===== src/jddm_delay.sv =====
// ----------------------------------------------------------------------------
// Joystick drive mixer delay line
// Stallable shift line that keeps side data aligned with the pipeline.
// ----------------------------------------------------------------------------
module jddm_delay #(
	parameter int W = 8,
	parameter int N = 2
) (
	input  logic         clk,
	input  logic         en,
	input  logic [W-1:0] d,
	output logic [W-1:0] q
);
	logic [W-1:0] tap_q [N];

	always_ff @(posedge clk) begin
		if (en) begin
			tap_q[0] <= d;
			for (int i = 1; i < N; i++) begin
				tap_q[i] <= tap_q[i-1];
			end
		end
	end

	assign q = tap_q[N-1];
endmodule


===== config.mk =====
export PLATFORM = sky130hd
export DESIGN_NAME = jddm_delay
export DESIGN_NICKNAME = d
export VERILOG_FILES = /design/src/jddm_delay.sv
export SDC_FILE = /design/constraint.sdc
export NUM_CORES = 1
export LEC_CHECK = 0
export BUFFER_PORTS_ARGS = -buffer_cell sky130_fd_sc_hd__buf_2
export CAP_MARGIN = 20
export CORE_AREA = 2 2 39 41
export DETAILED_ROUTE_END_ITERATION = 10
export DIE_AREA = 0 0 41 43
export PLACE_DENSITY_LB_ADDON = 0.12
export SYNTH_ARGS = -nofsm -noshare
export SYNTH_HDL_FRONTEND = slang
export SYNTH_SLANG_ARGS = --single-unit

===== constraint.sdc =====
create_clock -name clk -period 0.8 [get_ports clk]
set_clock_uncertainty 0.05 [all_clocks]
set_input_delay 0.12 -clock clk [delete_from_list [all_inputs] [get_ports clk]]
set_output_delay 0.12 -clock clk [all_outputs]
set_load 0.03 [all_outputs]

# After elaboration in Yosys (flattened, before gate mapping)
# Memory sizes are Yosys's and may differ from the RTL's.
# Cells that the tools add are included.
# totals
latch_bits	0
n_memories	1
romBits	0
ram_bits	16
wordCells	3
out_inout_bits	8
ff_bits	0
inputBits	10
# memory_table
name	depth	width	rd	rd_ports_with_merged_regs	wr	line	text
tap_q	2	8	2	0	2	14	logic [W-1:0] tap_q [N];
# classes
add_sub_neg	0
n_lt_le_gt_ge	0
reduce_logical	0
eq_ne	0
shift	0
n_bitwise	0
mux	2
n_mul	0
n_div	0
# ops
op	count
$mux W1	2

# Longest topological paths before layout
# Gate-level depths: netlist of the first run.
# depth
ltp_word	2
ltp_mapped	1
ltp_nobuf	0

# Worst setup path before layout of the first run
# Ideal clock, no wire load.
# synth_timing
path_type	reg2out
start	memory tap_q[1][0] (netlist: tap_q[0][8])
end	output q[0]
arrival_ps	501
t_required_ps	630
path_buffers	1
slack_ps	129
path_stages_with_launch	2
path_cell_list	edfxtp_1 buf_4
# synth_rtl
item	line	text
from (decl)	14	
to (decl)	12	output logic [W-1:0] q

==> results.cfg, run 1 <==
[timing]
fmax_mhz = 1020
grt_setup_unrepaired = true
setup_tns_ns = -1.37
finalHoldViolCount = 0
finalSetupViolations = 8
relSlewSlack_pct = 94.2
period_share_pct = 123
layout_min_cycle_time_ns = 0.981
fin_ws_ns = -0.181
worst_pin_slew_ns = 0.0865
maxSlewViolCount = 0

[cells_and_area]
final_area_um2 = 758
fillers = 112
regMostFlops = tap_q
drive_gt1_share_pct = 46.7
multiInputGateArea_um2 = 0
instances_no_fill = 61
area_delta_synth_final_pct = 40.3
layout.nets = 57
reg.largest.list = tap_q: 16 flops
diodes = 0
largest_register_ffs = 16
num-multi-input-gates = 0

[floorplanning]
num_rows = 14
core-area_um2 = 1380
start_util_pct = 39.1
fp.dieH_um = 43
die-width_um = 41
die_area_um2 = 1760
io_pins = 18

[power]
leakagePower_uw = 0.000297
p_int_uw = 1270
p_clk_share_pct = 23.8
p_comb_share_pct = 11.8
switching_share_pct = 19.5
power_frac_seq_pct = 64.4
total_power_uw = 1570
peakVddDrop_uv = 956
p_per_area_nw_per_um2 = 2070
p_sw_uw = 306

[clock_network]
cts_tree = yes
ctsLongestPathBuffers = 2
clkSlewWorstSetupHoldPaths_ns = 0.08
cts_root_buffer = clkbuf_4
cts_buffers = 3
cts.sinks = 16
insertion_delay_ns = 0.27
htree_levels = 1

[yosys]
ys_top_cells_by_count = 16 x edfxtp_1, 8 x buf_4
synth_top_area_share_pct = 88.9
synth_seq_cells = 16
synth-edff-count = 16
synth_top_area_cell = edfxtp_1
synth_cell_types = 2
yosysSeqAreaShare_pct = 88.9
ys.flop_type = edfxtp_1
synth_cells = 24
async_flop_share_pct = 0
syn_area_um2 = 541
synth_most_common_cell = edfxtp_1
synth_nets = 34
synthTopCellsByArea = edfxtp_1 89%, buf_4 11%
ys_warn_count = 0
avgSynthCellArea_um2 = 22.5

[critical_path]
cp_num_buf_inv = 1
cp_slowest_cell = edfxtp_1
cp.depth = 1
crit_type = reg -> out
worstSetupStartpoint = tap_q[0][13]
worstSetupStartpointType = flip-flop
critical_path.top_delay_family = flip-flops
cp.arrival_ns = 0.81
r2r_start = tap_q[0][0]
critPathCaptureType = primary output
critPathMaxStageDelay_ns = 0.39
crit_path_cell_trace = buf_6
worstRegToRegCells = 0
required_ns = 0.63
cp_max_fo = 1

[job]
max_cap_viol_count = 0

[run_status]
violations = setup timing
status = finished, violations left

[grt]
grt_overflow = 0
grt_usage_pct = 8.63
grt_pass1_vias = 241
grt_start_max_net_pins = 17
grt_pass1_wl_um = 897
antenna_found_initial = 0

[placement]
place_congestion = 0.557
io_buffers = 17
placed_cell_area_um2 = 606
pre_cts_ws_ns = 0.0869
dp_cells = 50

[drt]
wl_um = 584
drc = 0
wl_per_cell_um = 9.57
antenna_left = 0
drt_iter0_drc = 0
via_per_inst = 4.03
vias = 246
drt_first_pass_iters = 1

[hold_path]
min_from = en
hp-class = in -> reg
min_path_cells = 2
## cell families after synthesis
logic type | share of synthesized area, %
buffers and inverters | 11.1
flip-flops | 88.9
## power groups by stage
stage	Sequential, µW	Clock (µW)	Combinational [µW]
3_3_place_gp	1020	0	125
2_1_floorplan	1020	0	92.9
3_5_place_dp	1030	0	127
6_report	1010	374	186
5_1_grt	1020	450	196
4_1_cts	1010	397	186
## timing repair
item,CTS,global route
resized for setup,16,0
endpoints found under the hold margin,8,0
setup buffers,0,0
setup endpoints to repair,8,8
hold buffers,8,0
## cell usage in the layout (no fill, tap or decap)
| cell | n |
|---|---|
| edfxtp_1 | 16 |
| buf_2 | 9 |
| dlygate4sd3_1 | 8 |
| buf_6 | 8 |
| clkbuf_4 | 3 |
| buf_12 | 1 |
## final timing paths
| check | slack [ns] | end |
|---|---|---|
| min reg2reg | 0.37 | tap_q[0][9] |
| max | -0.18 | q[5] |
| max reg2reg | 0.13 | tap_q[0][8] |
| min | 0.17 | tap_q[0][2] |
## metal layers
layer | up-vias | global-route usage, % | part of all wire (%)
li1 | 122 | - | -
met1 | 105 | 9.75 | 38
met2 | 17 | 10.9 | 50
met3 | 2 | 3.14 | 11
met4 | 0 | 10.0 | 1.0
met5 | - | 0 | 0
## through the flow
step,hold WS [ns],utilization (%)
CTS,0.162,54.8
floorplan,0.169,-
detailed placement,0.248,43.8
global placement,0.247,43.8
finish,0.168,54.8
global route,0.160,54.8
## cell type report
| class | count | area (µm²) | area share (%) |
|---|---|---|---|
| Tap cell | 16 | 20.0 | 2.64 |
| Clock buffer | 3 | 22.5 | 2.97 |
| Sequential cell | 16 | 480 | 63.4 |
| Timing Repair Buffer | 26 | 235 | 31.0 |
Note: power is estimated with default switching activity, not from simulation.
==> run 2: changes to the inputs <==
==> constraint.sdc (replaced) <==
create_clock -name clk -period 0.8 [get_ports clk]
set_clock_uncertainty 0.05 [all_clocks]
set_input_delay 0.16 -clock clk [delete_from_list [all_inputs] [get_ports clk]]
set_output_delay 0.16 -clock clk [all_outputs]
set_load 0.03 [all_outputs]
==> run 2 against run 1 <==
Against the previous run:
- the run still ends with setup timing left
- critical path type unchanged
- largest power group unchanged
- utilization is 2.2 points lower
- worst setup slack worse by 0.040 ns
- critical endpoint unchanged
- critical path depth stayed put
==> results.cfg, run 2 (synthesis gave the netlist of run 1 again) <==
[clock_network]
htree_levels = 1
cts_tree = yes
insertion_delay_ns = 0.27
cts_root_buffer = clkbuf_4
cts.sinks = 16
cts_buffers = 3
clkSlewWorstSetupHoldPaths_ns = 0.07
ctsLongestPathBuffers = 2
postCtsSetupRepairBufs = 0

[critical_path]
critPathCaptureType = primary output
critPathMaxStageDelay_ns = 0.39
rrSetupSlack_ns = 0.13
crit_type = reg -> out
cp_max_fo = 1
critical_path.top_delay_family = flip-flops
cp_slowest_cell = edfxtp_1
r2r_start = tap_q[0][0]
cp.depth = 1
r2r_end = tap_q[0][8]
cp_num_buf_inv = 1
cp-endpoint = q[5]
crit_path_cell_trace = buf_6
worstSetupStartpointType = flip-flop
required_ns = 0.59
cp.arrival_ns = 0.81
worstSetupStartpoint = tap_q[0][13]
worstRegToRegCells = 0

[timing]
worst_pin_slew_ns = 0.0865
fmax_mhz = 979
finalHoldViolCount = 0
layout_min_cycle_time_ns = 1.02
fin_ws_ns = -0.221
period_share_pct = 128
finalSetupViolations = 13
maxSlewViolCount = 0
grt_setup_unrepaired = true
whs_ns = 0.0134
relSlewSlack_pct = 94.2

[grt]
grt_overflow = 0
grt_pass1_wl_um = 752
grt_usage_pct = 7.48
antenna_found_initial = 0
grt_pass1_vias = 188
grt_start_max_net_pins = 17

[run_status]
status = finished, violations left
violations = setup timing

[cells_and_area]
largest_register_ffs = 16
regMostFlops = tap_q
reg.largest.list = tap_q: 16 flops
diodes = 0
multiInputGateArea_um2 = 0
final_area_um2 = 728
layout.nets = 54
instances_no_fill = 58
drive_gt1_share_pct = 50.0
num-multi-input-gates = 0
fillers = 113
seq_area_um2 = 480
layout_common_cells = 16 x edfxtp_1, 9 x buf_2, 8 x buf_6
layout_commonest_cell = edfxtp_1
area_delta_synth_final_pct = 34.7

[floorplanning]
fp.dieH_um = 43
core-area_um2 = 1380
die-width_um = 41
die_area_um2 = 1760
io_pins = 18
start_util_pct = 39.1
num_rows = 14

[drt]
via_per_inst = 4.03
antenna_left = 0
drt_first_pass_iters = 1
wl_um = 539
wl_per_cell_um = 9.29
vias = 234
drc = 0
drt_iter0_drc = 0

[power]
p_per_area_nw_per_um2 = 2140
peakVddDrop_uv = 946
leakagePower_uw = 0.000284

[placement]
io_buffers = 17
placed_cell_area_um2 = 606
dp_cells = 50
pre_cts_ws_ns = 0.0469
place_congestion = 0.557

[job]
max_cap_viol_count = 0

[hold_path]
hp-class = in -> reg
[run 2: cell count changes in the layout (fill, tap and decap cells not counted)]
cell           previous run  this run
dlygate4sd3_1             8         5
[run 2: worst min path at each step]
stage | slack [ns] | to | start | depth (start not counted)
final | 0.01 | tap_q[0][4] | d[4] | 1
after global routing | -0.007 | tap_q[0][4] | d[4] | 1
after CTS | -0.0009 | tap_q[0][6] | d[6] | 1
after detailed placement | 0.29 | tap_q[0][6] | d[6] | 1
after global placement | 0.29 | tap_q[0][5] | d[5] | 1
after floorplan | 0.21 | tap_q[0][0] | d[0] | 0
[run 2: metal layers]
metal	GRT usage [%]	share of wire, %	vias to the layer above	wire length (µm)
met5	0	0	-	0
met4	10.0	1.1	0	6
met3	3.14	13	2	70
met2	7.50	47	17	255
met1	9.75	38	99	207
li1	-	-	116	-
[run 2: where the power goes]
group	internal (µW)	switching, µW	total, µW
clock	174	199	374
combinational	88.9	85.0	174
sequential	993	18.8	1010
total	1260	303	1560
[run 2: what timing repair did]
item | in CTS | in global routing
pin swaps | 0 | 0
hold endpoints to repair | 3 | 7
gates resized for setup | 16 | 0
setup endpoints to repair | 8 | 8
[run 2: layout make-up]
type,instances,share of cell area (%)
Tap cell,16,2.75
Sequential cell,16,66.0
Clock buffer,3,3.09
Timing Repair Buffer,23,28.2
[run 2: metrics by stage]
step / setup TNS, ns / util (%) / total power (µW)
after floorplan: 0 / - / 1120
after global placement: 0 / 43.8 / 1150
after detailed placement: 0 / 43.8 / 1150
after CTS: -1.82 / 49.0 / 1570
after global routing: -2.08 / 52.6 / 1650
final: -1.79 / 52.6 / 1560
