### src/jddm_pkg.sv
// ----------------------------------------------------------------------------
// Joystick drive mixer package
// Shared types, register map and constants of the joystick drive mixer.
// ----------------------------------------------------------------------------
package jddm_pkg;

	localparam int SAMPLE_W     = 12;
	localparam int ADC_BITS_DEF = 12;
	localparam int NORM_W       = 17;
	localparam int PWM_W        = 14;
	localparam int CFG_ADDR_W   = 5;
	localparam int APB_DATA_W   = 32;

	localparam logic [15:0] ONE_Q15  = 16'd32768;
	localparam logic [12:0] PWM_FULL = 13'd8190;

	typedef enum logic [2:0] {
		REG_X_REST     = 3'd0,
		REG_Y_REST     = 3'd1,
		REG_RANGE_X    = 3'd2,
		REG_RANGE_Y    = 3'd3,
		REG_X_DEAD     = 3'd4,
		REG_Y_DEAD     = 3'd5,
		REG_STEER_GAIN = 3'd6,
		REG_DIFF_LIMIT = 3'd7
	} reg_idx_t;

	typedef struct packed {
		logic [11:0] x_rest;
		logic [11:0] y_rest;
		logic [11:0] range_x;
		logic [11:0] range_y;
		logic [15:0] x_dead;
		logic [15:0] y_dead;
		logic [15:0] steer_gain;
		logic [15:0] diff_limit;
	} cfg_t;

	localparam logic [11:0] RST_REST       = 12'd2048;
	localparam logic [11:0] RST_RANGE      = 12'd2048;
	localparam logic [15:0] RST_DB_X       = 16'd3277;
	localparam logic [15:0] RST_DB_Y       = 16'd2621;
	localparam logic [15:0] RST_GAIN       = 16'd26214;
	localparam logic [15:0] RST_DIFF_LIMIT = 16'd44237;

endpackage

### src/jddm_regs.sv
// ----------------------------------------------------------------------------
// Joystick drive mixer registers
// APB-style configuration registers with read-back.
// ----------------------------------------------------------------------------
module jddm_regs (
	input  logic                               clk,
	input  logic                               arst_n,
	input  logic                               psel,
	input  logic                               penable,
	input  logic                               pwrite,
	input  logic [jddm_pkg::CFG_ADDR_W-1:0]    paddr,
	input  logic [jddm_pkg::APB_DATA_W-1:0]    pwdata,
	output logic [jddm_pkg::APB_DATA_W-1:0]    prdata,
	output logic                               pready,
	output jddm_pkg::cfg_t                     cfg
);
	import jddm_pkg::*;

	cfg_t     cfg_q;
	reg_idx_t idx;
	logic     wr;

	assign idx    = reg_idx_t'(paddr[4:2]);
	assign wr     = psel && penable && pwrite;
	assign pready = 1'b1;
	assign cfg    = cfg_q;

	always_ff @(posedge clk or negedge arst_n) begin
		if (!arst_n) begin
			cfg_q.x_rest     <= RST_REST;
			cfg_q.y_rest     <= RST_REST;
			cfg_q.range_x    <= RST_RANGE;
			cfg_q.range_y    <= RST_RANGE;
			cfg_q.x_dead     <= RST_DB_X;
			cfg_q.y_dead     <= RST_DB_Y;
			cfg_q.steer_gain <= RST_GAIN;
			cfg_q.diff_limit <= RST_DIFF_LIMIT;
		end else if (wr) begin
			unique case (idx)
				REG_X_REST:     cfg_q.x_rest     <= pwdata[11:0];
				REG_Y_REST:     cfg_q.y_rest     <= pwdata[11:0];
				REG_RANGE_X:    cfg_q.range_x    <= pwdata[11:0];
				REG_RANGE_Y:    cfg_q.range_y    <= pwdata[11:0];
				REG_X_DEAD:     cfg_q.x_dead     <= pwdata[15:0];
				REG_Y_DEAD:     cfg_q.y_dead     <= pwdata[15:0];
				REG_STEER_GAIN: cfg_q.steer_gain <= pwdata[15:0];
				REG_DIFF_LIMIT: cfg_q.diff_limit <= pwdata[15:0];
				default: ;
			endcase
		end
	end

	always_comb begin
		unique case (idx)
			REG_X_REST:     prdata = {20'd0, cfg_q.x_rest};
			REG_Y_REST:     prdata = {20'd0, cfg_q.y_rest};
			REG_RANGE_X:    prdata = {20'd0, cfg_q.range_x};
			REG_RANGE_Y:    prdata = {20'd0, cfg_q.range_y};
			REG_X_DEAD:     prdata = {16'd0, cfg_q.x_dead};
			REG_Y_DEAD:     prdata = {16'd0, cfg_q.y_dead};
			REG_STEER_GAIN: prdata = {16'd0, cfg_q.steer_gain};
			REG_DIFF_LIMIT: prdata = {16'd0, cfg_q.diff_limit};
			default:        prdata = '0;
		endcase
	end
endmodule

### config.mk
export PLATFORM = sky130hd
export DESIGN_NAME = jddm_regs
export DESIGN_NICKNAME = d
export VERILOG_FILES = /design/src/jddm_pkg.sv /design/src/jddm_regs.sv
export SDC_FILE = /design/constraint.sdc
export NUM_CORES = 1
export LEC_CHECK = 0
export BUFFER_PORTS_ARGS = -buffer_cell sky130_fd_sc_hd__buf_2
export CAP_MARGIN = 20
export CORE_UTILIZATION = 52
export CTS_BUF_LIST = sky130_fd_sc_hd__clkbuf_2 sky130_fd_sc_hd__clkbuf_4 sky130_fd_sc_hd__clkbuf_8
export CTS_CLUSTER_DIAMETER = 100
export DETAILED_ROUTE_END_ITERATION = 7
export PLACE_DENSITY = 0.9
export SKIP_LAST_GASP = 1
export SYNTH_ARGS = -nofsm -noshare
export SYNTH_HDL_FRONTEND = slang
export SYNTH_SLANG_ARGS = --single-unit
### constraint.sdc
create_clock -name clk -period 1.84 [get_ports clk]
set_input_delay 0.276 -clock clk [delete_from_list [all_inputs] [get_ports clk]]
set_output_delay 0.276 -clock clk [all_outputs]
set_load 0.02 [all_outputs]
== Word-level counts from Yosys, hierarchy flattened ==
Cells that the tools add are included.
Cells by class
  equality and inequality tests: 7
  mux-type cells: 1
  reduce and logical (&&, ||, !) cells: 11
Operators by type and width (count)
  one-hot mux 32 bit (8 select lines): 1
  AND reduction 2 bit: 8
  == test 3 bit, second input constant: 4
  == test 3 x 2 -> 1 bit, second input constant: 2
  == test 3 x 1 -> 1 bit, second input constant: 1
  logical NOT 3 bit: 1
  logical AND 1 bit: 2
Word-level totals
  register bits: 112
  output and inout port bits: 145
  bits of input ports: 42

== Depth between registers and ports, before layout ==
  depth in word-level cells: 3
  gate-level depth with buffers: 6
  depth with buffers taken out: 3

== Least setup slack after synthesis ==
Ideal clock, no wire load.
  kind: input-to-output
  from: in paddr[2] (netlist bit)
  to: out prdata[3] (netlist bit)
  path buffers: 3
  path slack: 0.026 ns
  stages: 6
  data arrival time: 1.538 ns
  required time: 1.564 ns
  cells stage by stage: buf_4 > buf_4 > buf_2 > a21oi_1 > a211o_1 > a31oi_1
On the way
  word-level cells in the longest chain between the ends: 2
  elaborated cells on any way between the ends: 9
Ends and longest elaborated chain
  start: declaration: line jddm_regs.sv:11  | input logic [jddm_pkg::CFG_ADDR_W-1:0] paddr,
  == test 3 bit (tied with other cells): line jddm_regs.sv:54  | unique case (idx)
  one-hot mux 32 bit (8 select lines) *: line jddm_regs.sv:54
  end: declaration: line jddm_regs.sv:13  | output logic [jddm_pkg::APB_DATA_W-1:0] prdata,
Mark *: on every way between the ends. The rest lies on a longest branch, timed or not. The select of a mux whose other input is x is not followed.

== Final worst setup path ==
  from: reg cfg_q (netlist bit cfg[22])
  to: out prdata[6] (netlist bit)
On the way
  word-level cells in the longest chain between the ends: 1
Ends and longest elaborated chain
  start: declaration: line jddm_regs.sv:19  | cfg_t cfg_q;
  one-hot mux 32 bit (8 select lines): line jddm_regs.sv:54
Every way passes these cells. The select of a mux whose other input is x is not followed.

==> impl_results.md <==
- Largest net degree at the start of global routing: around 110
- # setup viols final: 3
- Max Fclk: 0.537 GHz
- MaxCap Viol Count: 0
- HP Class: input pin to flop
- Initial core utilization: 0.541
- Sequential area share after synthesis: 0.533
- Post-Synthesis Cells: 380
- Register Area: 2850 sq um
- Final Wtd Congestion: approximately 0.8
- Die Ht: about 100 um
- Area Growth Syn to Fin: 26.1%
- Leak pwr: 3.34 nW
- Synth Warn #: 0
- DRT Wirelength: 13900 um
- Worst path cell trace: mux2i_1 -> a211oi_1 -> o22a_1 -> buf_4
- H-tree lvl count: 3
- Final worst setup slack: -0.0221 ns
- Fraction of layout cells with a size suffix above 1: 0.663
- Num CTS Buffers: 9
- Share of the synthesized area in the top cell type: 0.361
- Placement Cell Area: 6370 sq um
- CORE AREA: slightly below 10000 sq um
- Global-route wire length before repair: 20900 um
- Final instance area: 6730 sq um
- CTS tree: done
- Num rows: 36
- Fillers: 743
- IO buf count: 151
- Critical-path top delay cell: dfstp_2
- Total GRT Usage: 0.266
- Placed wire-length estimate: between 9000 and 10000 um
- Final Skew: 0 ns
- Wire length per cell: approximately 20 um
- CP Class: flop to output port
- Vias in the first global route: 3913
- Setup_tns: -0.0314 ns
- Die Footprint: 10700 sq um
- Crit share post-route: 1.01
- Net count reported at finish: between 600 and 700
- Initial DRC Count: 167
- Via count: ~3900
- Status: finished, violations left
- Synth Cell Area: 5340 sq um
- CTS clk-pin slew, worst paths: 0.11 ns
- Antenna Nets Post-Route: 0
- Finished Core Util: 0.683
- Worst-margin pin slew: between 0.6 and 0.7 ns
- EDFF count, synth: 0
- GRT Residual Overflow: 0
- Final min period: 1.86 ns
- Crit path largest cell delay: about 0.56 ns
- Failing checks: setup timing
- Peak VDD IR: 605 uV
- PD cells: 1090 nW/um^2
- Count of state elements after synthesis: around 110
- Antenna violations before repair: 1
- Slew headroom: 0.593
- # DRC: 0
- Top-count cell post-synth: mux2_2
- Clock Tree Buf Depth: 2
- Vias per cell: 5.62
- Critical Path AT: between 1.5 and 2 ns
- Largest cells by area after synthesis: dfrtp_1, mux2_2, dfstp_2
- Post-synthesis area per instance: approximately 14 sq um
- I/O pin count: 187
- Worst Setup Start Kind: flop
- Post-synth top area cell: dfrtp_1
- Worst setup EP type: output port
- Final number of hold-violating endpoints: 0
- Fin. max-slew vios: 0
- Crit path max fanout: 3
- Netlist cell types: 30
- Worst skew pair latency: 0.36 ns
- Pre-Repair DR Iteration Count: 4
- Max reg flops: 112
- Ys flop type: dfrtp_1
- Root Driver: clkbuf_8
- Top cells by count, synth: mux2_2, dfrtp_1, dfstp_2, mux2i_1, buf_4
- Die width: 103 um
- RSZ-0062 raised after global routing: true
- Multi-input logic area: roughly 2300 sq um
- Crit path required time: 1.56 ns
- Synth async-reset ratio: 1.00
- Clk sinks: 112
report_power, final:
group / switching [W] / internal [W] / leakage (nW)
Sequential: 0.000364 / 0.00305 / 1.35
Clock: 0.000842 / 0.000676 / 0.107
Combinational: 0.00139 / 0.00104 / 1.89
final cells by class:
class,count,share of cell area
sequential,112,0.423
multi-input combinational,242,0.343
timing repair buffer,198,0.178
tap,133,0.0247
clock buffer,10,0.0204
clock inverter,6,0.00985
inverter,1,0.000558
antenna,1,0.000372
worst max-delay path: cells and delay by family, from the launching register on:
family	cells	cell delay, ns
flops	1	0.56
mux	1	0.09
buf+inv	1	0.13
compound gates	2	0.42
logic make-up after synthesis:
logic type,after synthesis,share of synthesized area
buf+inv,41,0.0492
compound gates,38,0.0532
flops,112,0.533
mux,150,0.317
simple gates,37,0.0462
other cells,2,0.00141
final timing paths:
| kind | from | to | slack, ns | depth (start not counted) |
|---|---|---|---|---|
| worst max-delay path | cfg[22]$_DFFE_PN1P_ | prdata[6] | -0.02 | 4 |
| worst min-delay path | pwdata[13] | cfg[13]$_DFFE_PN1P_ | 0.17 | 2 |
| worst max register to register | cfg[31]$_DFFE_PN0P_ | cfg[31]$_DFFE_PN0P_ | 0.95 | 2 |
| worst min register to register | cfg[92]$_DFFE_PN0P_ | cfg[92]$_DFFE_PN0P_ | 0.54 | 1 |
| max in group asynchronous | arst_n | cfg[81]$_DFFE_PN0P_ | 0.86 | 3 |
| min in group asynchronous | arst_n | cfg[9]$_DFFE_PN0P_ | 0.48 | 3 |
per-layer routing:
layer / GRT usage / part of all wire / up-vias
met3: 0.0773 / 0.081 / 20
met4: 0.0932 / 0.015 / 0
li1: - / - / 1735
met5: 0 / 0 / -
met1: 0.329 / 0.41 / 2025
met2: 0.449 / 0.50 / 168
what timing repair did:
| item | CTS | global route |
|---|---|---|
| endpoints found under the hold margin | 12 | 0 |
| gates resized for setup | 5 | 18 |
| setup endpoints to repair | 7 | 15 |
| hold buffers | 1 | 0 |
| setup buffers | 5 | 5 |
| pin swaps | 7 | 8 |
placed cells by master, fill, tap and decap left out, drive strengths merged:
master       synthesis  layout
mux4                 4       4
nor3                 1       1
clkinv               0       3
dlygate4sd3          0       1
nand4b               1       1
mux2i               34      34
dfstp               35      35
clkbuf               4      10
dfrtp               77      77
o22ai               11      11
a22oi                1       1
nand2                3       3
a211o                1       1
o22a                11      11
mux2               112     112
nor2                10      10
nand4                1       1
a211oi              11      11
inv                  1       3
a31oi                1       1
and2                 4       4
a2bb2oi              1       1
buf                 36     197
conb                 2      17
or3                  2       2
bufinv               0       1
a21oi                1       1
nand2b               4       4
diode                0       1
nor3b               11      11
metrics by stage:
stage / setup WS [ns] / cells / hold slack (ns) / power, W
after floorplan: 0.0258 / 395 / -0.0196 / 0.00490
after global placement: 0.0134 / 675 / 0.395 / 0.00567
after detailed placement: 0.000690 / 675 / 0.404 / 0.00577
after CTS: 0.0000980 / 697 / 0.162 / 0.00733
after global routing: -0.0946 / 703 / 0.167 / 0.00771
final: -0.0221 / 703 / 0.169 / 0.00736
(Power assumes the default switching activity.)
