`config.mk`:
```
export PLATFORM = sky130hd
export DESIGN_NAME = jddm_div
export DESIGN_NICKNAME = d
export VERILOG_FILES = /design/src/jddm_div.sv
export SDC_FILE = /design/constraint.sdc
export NUM_CORES = 1
export LEC_CHECK = 0
export BUFFER_PORTS_ARGS = -buffer_cell sky130_fd_sc_hd__buf_4
export CAP_MARGIN = 20
export CORE_MARGIN = 2
export CORE_UTILIZATION = 30
export CTS_BUF_LIST = sky130_fd_sc_hd__clkbuf_8
export DETAILED_ROUTE_END_ITERATION = 16
export MAX_ROUTING_LAYER = met4
export SKIP_LAST_GASP = 1
export SLEW_MARGIN = 30
export SYNTH_ARGS = -nofsm -noshare
export SYNTH_HDL_FRONTEND = slang
export SYNTH_SLANG_ARGS = --single-unit
```
`constraint.sdc`:
```
create_clock -name clk -period 23 [get_ports clk]
set_clock_uncertainty 0.1 [all_clocks]
set_input_delay 2.3 -clock clk [delete_from_list [all_inputs] [get_ports clk]]
set_output_delay 2.3 -clock clk [all_outputs]
set_load 0.005 [all_outputs]
```
`src/jddm_div.sv`:
```
// ----------------------------------------------------------------------------
// Joystick drive mixer divider
// Pipelined restoring divider, ceil(Q_W/STAGES) quotient bits per stage.
// ----------------------------------------------------------------------------
module jddm_div #(
	parameter int DEN_W  = 12,
	parameter int Q_W    = 15,
	parameter int STAGES = 3
) (
	input  logic             clk,
	input  logic             en,
	input  logic [DEN_W-1:0] num_hi,
	input  logic [Q_W-1:0]   num_lo,
	input  logic [DEN_W-1:0] den,
	output logic [Q_W-1:0]   quo
);
	localparam int SPS = (Q_W + STAGES - 1) / STAGES;

	logic [DEN_W-1:0] rem_s [STAGES];
	logic [Q_W-1:0]   lo_s  [STAGES];
	logic [DEN_W-1:0] den_s [STAGES];

	for (genvar g = 0; g < STAGES; g++) begin : g_stage
		logic [DEN_W-1:0] r_in;
		logic [Q_W-1:0]   l_in;
		logic [DEN_W-1:0] d_in;
		logic [DEN_W-1:0] r_out;
		logic [Q_W-1:0]   l_out;

		if (g == 0) begin : g_first
			assign r_in = num_hi;
			assign l_in = num_lo;
			assign d_in = den;
		end else begin : g_next
			assign r_in = rem_s[g-1];
			assign l_in = lo_s[g-1];
			assign d_in = den_s[g-1];
		end

		always_comb begin
			logic [DEN_W:0] t;
			r_out = r_in;
			l_out = l_in;
			for (int j = 0; j < SPS; j++) begin
				if (g * SPS + j < Q_W) begin
					t = {r_out, l_out[Q_W-1]};
					if (t >= {1'b0, d_in}) begin
						r_out = DEN_W'(t - {1'b0, d_in});
						l_out = {l_out[Q_W-2:0], 1'b1};
					end else begin
						r_out = t[DEN_W-1:0];
						l_out = {l_out[Q_W-2:0], 1'b0};
					end
				end
			end
		end

		always_ff @(posedge clk) begin
			if (en) begin
				rem_s[g] <= r_out;
				lo_s[g]  <= l_out;
				den_s[g] <= d_in;
			end
		end
	end

	assign quo = lo_s[STAGES-1];
endmodule

```
# ---- Word-level counts from Yosys, hierarchy flattened
# Memories as Yosys holds them, arrays and structs flattened.
# Index checks and enable logic that the tools add are counted.
dict set report totals {
  register_bits 0
  ram_bits 117
  elab_cells 65
  mem_count 3
}
# name depth word_bits read_ports rd_ports_with_merged_regs write_ports line
set memory_table {}
lappend memory_table {lo_s 3 15 3 0 3 20} ;# logic [Q_W-1:0] lo_s [STAGES];
lappend memory_table {den_s 3 12 2 0 3 21} ;# logic [DEN_W-1:0] den_s [STAGES];
lappend memory_table {rem_s 3 12 2 0 3 19} ;# logic [DEN_W-1:0] rem_s [STAGES];
dict set report op_classes {
  addsub 15
  order_cmp 15
  muxes 32
}
# cell count
set op_table {}
lappend op_table {{>= comparator 13 x 12 -> 1 bit} 15}
lappend op_table {{2-to-1 mux 12 bit} 15}
lappend op_table {{subtractor 12 bit} 15}
lappend op_table {{2-to-1 mux 1 bit} 17}

# ---- Depth between registers and ports, before layout
# Gate-level depths: netlist (run 1).
dict set report depth {
  ltp_word 10
  ltp_mapped 61
}

# ---- Worst setup path before layout (run 1)
# Ideal clock, no wire load.
dict set report synth_path {
  path_type {input-to-reg}
  startpoint {input port den[1]}
  endpoint {memory rem_s[0][10] (data pin)}
  setup_time_ns 0.260
  arrival_ns 12.801
  t_required_ns 22.640
  path_slack_ns 9.839
  stages 56
  n_path_buf 6
  cell_sequence {inv_1 > ha_1 > nor2b_1 > o31a_1 > o21ai_1 > and3_1 > buf_6 > inv_4 > clkbuf_1 > o21ai_0 > inv_1 > ha_1 > nor2b_1 > o2111ai_1 > nand3_1 > nand3_1 > a21oi_1 > nor2_1 > [20 not listed] > a21oi_1 > a311oi_4 > inv_2 > buf_6 > mux2i_1 > ha_1 > nor2b_1 > o21ai_0 > a21boi_0 > o21ai_0 > a21oi_1 > o21a_1 > o31a_1 > nor2_1 > o2bb2ai_1 > a221oi_2 > buf_4 > mux2_2}
}
# item line
set synth_rtl {}
lappend synth_rtl {{from (decl)} 14} ;# input logic [DEN_W-1:0] den,
lappend synth_rtl {{to (decl)} 19}

==> results of run 1 <==
-- per-stage QoR --
stage	setup slack [ps]	cells	utilization [%]	area, sq um
final	8050	2016	33.5	13800
after detailed placement	7530	2000	33.1	13600
after global routing	7060	2016	33.5	13800
after global placement	7640	2000	33.0	13500
after floorplan	9840	1428	-	12500
after CTS	7940	2016	33.5	13700
-- layout make-up --
| cell class | instances | area (sq um) | area share, % |
|---|---|---|---|
| multi-input combinational | 1185 | 9170 | 66.6 |
| sequential | 93 | 2790 | 20.3 |
| tap | 532 | 666 | 4.84 |
| inverter | 130 | 490 | 3.57 |
| timing repair buffer | 60 | 450 | 3.27 |
| clock buffer | 9 | 124 | 0.901 |
| clock inverter | 7 | 65.1 | 0.473 |
-- routing by layer --
layer,wire length [microns],track usage [%]
met1,15900,20.5
met3,1250,1.77
met4,966,5.56
met5,0,-
met2,16200,27.0
-- kinds of logic (layout without fill, tap and decap cells) --
kind of cell / Yosys count / after routing / synth area share (%)
and+or+nand+nor: 397 / 397 / 15.8
AOI/OAI and AO/OA: 389 / 389 / 20.3
adders and majority gates: 194 / 194 / 20.2
buffers and inverters: 150 / 206 / 4.72
muxes: 113 / 113 / 10.2
DFF: 93 / 93 / 22.3
xor gates and xnor gates: 92 / 92 / 6.44
-- Yosys cell counts, types with 26 or more instances --
master / number / area [sq um]
sky130_fd_sc_hd__inv_1: 127 / 477
sky130_fd_sc_hd__a21o_1: 42 / 315
sky130_fd_sc_hd__xnor2_1: 68 / 596
sky130_fd_sc_hd__o21a_1: 26 / 195
sky130_fd_sc_hd__nand3_1: 33 / 165
sky130_fd_sc_hd__mux2_2: 81 / 912
sky130_fd_sc_hd__nor3_1: 27 / 135
sky130_fd_sc_hd__nor2_1: 114 / 428
sky130_fd_sc_hd__o21ai_0: 91 / 455
sky130_fd_sc_hd__nor2b_1: 33 / 206
sky130_fd_sc_hd__nand2_1: 77 / 289
sky130_fd_sc_hd__edfxtp_1: 93 / 2790
sky130_fd_sc_hd__a21oi_1: 106 / 531
sky130_fd_sc_hd__ha_1: 180 / 2250
-- sequential cells by signal, indices dropped and copies added, names as in the netlist --
| name | flops |
|---|---|
| den_s | 24 |
| rem_s | 24 |
| lo_s | 45 |
-- path summary, 6_finish.rpt --
path                from           end  slack [ps]  cells after the start
min           lo_s[0][8]   lo_s[0][28]         330                      0
max reg2reg  den_s[0][1]  rem_s[0][15]        8640                     54
min reg2reg   lo_s[0][8]   lo_s[0][28]         330                      0
max               den[1]   rem_s[0][8]        8050                     53
==> Flow_metrics.wiki, run 1 <==
{| class="wikitable"
! Metric !! Value
|-
| CP Buf/Inv Count || 8
|-
| Sort of element at the end of the critical path || flop
|-
| Delay-heaviest family, CP || compound AO/OA/AOI/OAI gates
|-
| Tmin final || 14950 ps
|-
| Worst-case hold slack || 327 ps
|-
| Flop and latch count out of synthesis || 93
|-
| Count of port buffers added during placement || 55
|-
| Most common cell after layout, fill and taps aside || sky130_fd_sc_hd__ha_1
|-
| Total track usage || 16.2%
|-
| Number of buffers inserted for hold repair after clock tree synthesis || 0
|-
| Detailed-route DRC error count || 1
|-
| Count of max-cap constraint violations || 0
|-
| Number of standard cells after synthesis || 1428
|-
| Critical path type || in -> reg
|-
| Initial cell density of the core || 30.5%
|-
| Most common cell on crit path || sky130_fd_sc_hd__o21ai_0
|-
| CP max stage cell || sky130_fd_sc_hd__a221oi_4
|-
| First-pass GRT wire length || 54500 microns
|-
| Fill cell total of the finished layout || 4216
|-
| Clk buf depth || 2
|-
| Delay of the slowest critical-path stage || 620 ps
|-
| Root buf cell || sky130_fd_sc_hd__clkbuf_8
|-
| Final sum of negative setup slack || 0 ps
|-
| Category of the worst setup path launch point || primary input
|-
| Path type of the worst min-delay path || reg -> reg
|-
| Ant diodes || 0
|-
| Number of different library cells in the post-synthesis netlist || 77
|-
| Max-slew violations || 0
|-
| Pre-antenna DRT Iters || 13
|-
| Setup violations, final || 0
|-
| Clock latency at the later pin of the worst-skew pair || 420 ps
|-
| Number of buffers added by the clock tree synthesis step || 9
|-
| Weighted congestion at the end of routability-driven global placement || 0.912
|-
| Arrival time reported for the critical path endpoint || 15030 ps
|-
| Portion of the clock cycle consumed by the worst path in the final layout || 65.0%
|-
| Netlist area before placement || 12500 sq um
|-
| Worst-path clk slew || 110 ps
|-
| Worst endpoint required time || 23080 ps
|-
| Fraction of the yosys area taken by sequential cells || 22.3%
|-
| Proportion of layout cells with a drive suffix above 1 || 12.7%
|-
| Proportion of synthesized flip-flops having asynchronous set or reset || 0%
|-
| Total Nets Final || 1714
|-
| Area grow syn2layout || 9.89%
|-
| Total congestion overflow after global routing || 0
|-
| CTS H-tree lvls || 3
|-
| Worst rel slew slack || 38.8%
|-
| Largest fanout on the critical path || 16
|-
| Die W || 208 microns
|-
| Die Footprint || 43400 sq um
|-
| Syn_nets || 1663
|-
| Cell Rows || 74
|-
| Sink count of the clock tree || 93
|-
| Antenna violations before repair || 0
|-
| Clock tree from TritonCTS || built
|-
| Final wirelength || 34400 microns
|-
| Number of vias in the routed layout || 10800
|-
| Estimated wirelength of the detail-placed design || 27700 microns
|-
| Post-synthesis average cell area || 8.77 sq um
|-
| Resized Gates After CTS || 0
|-
| Post-CTS Setup Bufs || 0
|-
| Commonest cells after routing, fill and taps aside || 180 x sky130_fd_sc_hd__ha_1, 127 x sky130_fd_sc_hd__inv_1, 113 x sky130_fd_sc_hd__nor2_1, 106 x sky130_fd_sc_hd__a21oi_1, 93 x sky130_fd_sc_hd__edfxtp_1
|-
| I/O Pins || 56
|-
| Vias in the first global route || 10400
|-
| Fmax || 66.9 MHz
|-
| Setup repair after global routing missed its margin || false
|-
| Most used DFF post-synth || sky130_fd_sc_hd__edfxtp_1
|-
| Outcome || complete, but fails checks
|-
| Placeable core area || 41000 sq um
|-
| Final-report hold violation count || 0
|-
| Number of enable-type register cells in the synthesized netlist || 93
|-
| Routed vias/inst || 5.37
|-
| Number of nets with antenna violations after routing || 0
|-
| Violations in the final reports || DRC
|-
| Average detailed-routed wire length per instance || 17.0 microns
|-
| Maximum number of pins on one net before global-route repair || 72
|-
| Y dimension of the die || 208 microns
|-
| Detailed Route Iter0 Violations || 724
|-
| Number of warning messages in the yosys log || 0
|-
| Transition time at the pin with the least slew margin || 918 ps
|}
Power of run 1 is not shown: default switching activity piles up to over one toggle a cycle in this logic, so the estimate is an artifact.
==> run 2, diff against run 1 <==
Clock period 23 ns to 12.1 ns, I/O delays scaled along.
==> Flow_metrics.wiki, run 2 (synthesized netlist as in run 1, its figures left out) <==
{| class="wikitable"
! Metric !! Value
|-
| Y dimension of the die || 208 microns
|-
| Number of buffers added by the clock tree synthesis step || 9
|-
| Sort of element at the end of the critical path || flop
|-
| Maximum number of pins on one net before global-route repair || 77
|-
| CP max stage cell || sky130_fd_sc_hd__edfxtp_1
|-
| Setup violations, final || 0
|-
| Largest register FFs || 45
|-
| Sink count of the clock tree || 93
|-
| Cell Rows || 74
|-
| Violations in the final reports || DRC
|-
| Proportion of layout cells with a drive suffix above 1 || 19.1%
|-
| CTS H-tree lvls || 3
|-
| Area grow syn2layout || 16.3%
|-
| Clock tree from TritonCTS || built
|-
| Arrival time reported for the critical path endpoint || 11560 ps
|-
| Final wirelength || 36600 microns
|-
| Worst rel slew slack || 53.0%
|-
| Critical path type || reg -> reg
|-
| Count of max-cap constraint violations || 0
|-
| First-pass GRT wire length || 57300 microns
|-
| Initial cell density of the core || 30.5%
|-
| Final sum of negative setup slack || 0 ps
|-
| Fmax || 87.1 MHz
|-
| Average detailed-routed wire length per instance || 17.5 microns
|-
| Total track usage || 17.2%
|-
| Antenna violations before repair || 0
|-
| Count of port buffers added during placement || 55
|-
| Number of nets with antenna violations after routing || 0
|-
| I/O Pins || 56
|-
| Die Footprint || 43400 sq um
|-
| Total congestion overflow after global routing || 0
|-
| Delay of the slowest critical-path stage || 430 ps
|-
| Setup repair after global routing missed its margin || true
|-
| Vias in the first global route || 10900
|-
| Placeable core area || 41000 sq um
|-
| Number of vias in the routed layout || 11200
|-
| Estimated wirelength of the detail-placed design || 29700 microns
|-
| Die W || 208 microns
|-
| Transition time at the pin with the least slew margin || 705 ps
|-
| Path type of the worst min-delay path || reg -> reg
|-
| Ant diodes || 0
|-
| Biggest register || lo_s
|-
| Worst-path clk slew || 120 ps
|-
| Weighted congestion at the end of routability-driven global placement || 0.925
|-
| Final core utilization || 35.5%
|-
| Pre-antenna DRT Iters || 12
|-
| Worst endpoint required time || 12180 ps
|-
| Commonest cells after routing, fill and taps aside || 179 x sky130_fd_sc_hd__ha_1, 136 x sky130_fd_sc_hd__buf_4, 126 x sky130_fd_sc_hd__inv_1, 113 x sky130_fd_sc_hd__nor2_1, 100 x sky130_fd_sc_hd__a21oi_1
|-
| Category of the worst setup path launch point || flop
|-
| Detailed Route Iter0 Violations || 710
|-
| Tmin final || 11480 ps
|-
| Outcome || complete, but fails checks
|-
| Most common cell after layout, fill and taps aside || sky130_fd_sc_hd__ha_1
|-
| Clk buf depth || 2
|-
| Largest registers || lo_s (45), den_s (24), rem_s (24)
|-
| Root buf cell || sky130_fd_sc_hd__clkbuf_8
|-
| Max-slew violations || 0
|-
| Routed vias/inst || 5.33
|-
| Final-report hold violation count || 0
|-
| Portion of the clock cycle consumed by the worst path in the final layout || 94.9%
|-
| Fill cell total of the finished layout || 4202
|-
| Largest fanout on the critical path || 18
|-
| Clock latency at the later pin of the worst-skew pair || 430 ps
|-
| Detailed-route DRC error count || 1
|-
| Total Nets Final || 1793
|}
[run 2: changes by cell type in the layout (fill, tap and decap cells not counted), moves of 4 or more]
cell and change:
sky130_fd_sc_hd__a21oi_1 -6, sky130_fd_sc_hd__o31ai_1 -4, sky130_fd_sc_hd__o21ai_0 -11, sky130_fd_sc_hd__o21ai_1 +11, sky130_fd_sc_hd__buf_4 +76, sky130_fd_sc_hd__a21oi_2 +6
[run 2: final timing paths]
check	startpoint	slack [ps]	endpoint	cells after the start
min reg2reg	lo_s[0][16]	330	lo_s[0][36]	0
min	lo_s[0][16]	330	lo_s[0][36]	0
max	den_s[0][1]	620	rem_s[0][21]	53
max reg2reg	den_s[0][1]	620	rem_s[0][21]	53
[run 2: per-layer routing]
layer / GRT usage (%) / share of wire (%)
met5: - / 0
met3: 1.74 / 3.5
met2: 28.5 / 48
met4: 7.39 / 3.7
met1: 21.2 / 45
[run 2: per-stage QoR]
stage / hold slack, ps / instance area (sq um) / instances / worst slack (ps)
after detailed placement: 305 / 14100 / 2072 / -163
after global placement: 302 / 14100 / 2072 / 63.7
after floorplan: 300 / 12500 / 1428 / 29.3
after global routing: 337 / 14600 / 2095 / -36.7
final: 327 / 14600 / 2095 / 622
after CTS: 329 / 14300 / 2088 / 83.8
[run 2: area by class of cell]
cell class	count	area [sq um]	share of cell area [%]
Timing Repair Buffer	139	1060	7.31
Multi-Input combinational cell	1185	9340	64.2
Clock inverter	7	78.8	0.541
Tap cell	532	666	4.57
Sequential cell	93	2790	19.2
Inverter	130	490	3.37
Clock buffer	9	124	0.851
[run 2: critical path: cells and delay by family (launching register included)]
kind            cells  cell delay (ps)
flops               1              430
buf+inv            11             1570
fa+ha+maj           5             1540
simple gates        9             1390
mux                 6             2040
compound gates     22             4110
[run 2: timing repair]
action	CTS	global route
hold buffers	0	0
gates resized for setup	0	53
buffers inserted	0	7
setup endpoints to repair	0	27
Power of run 2 is left out for the same reason.
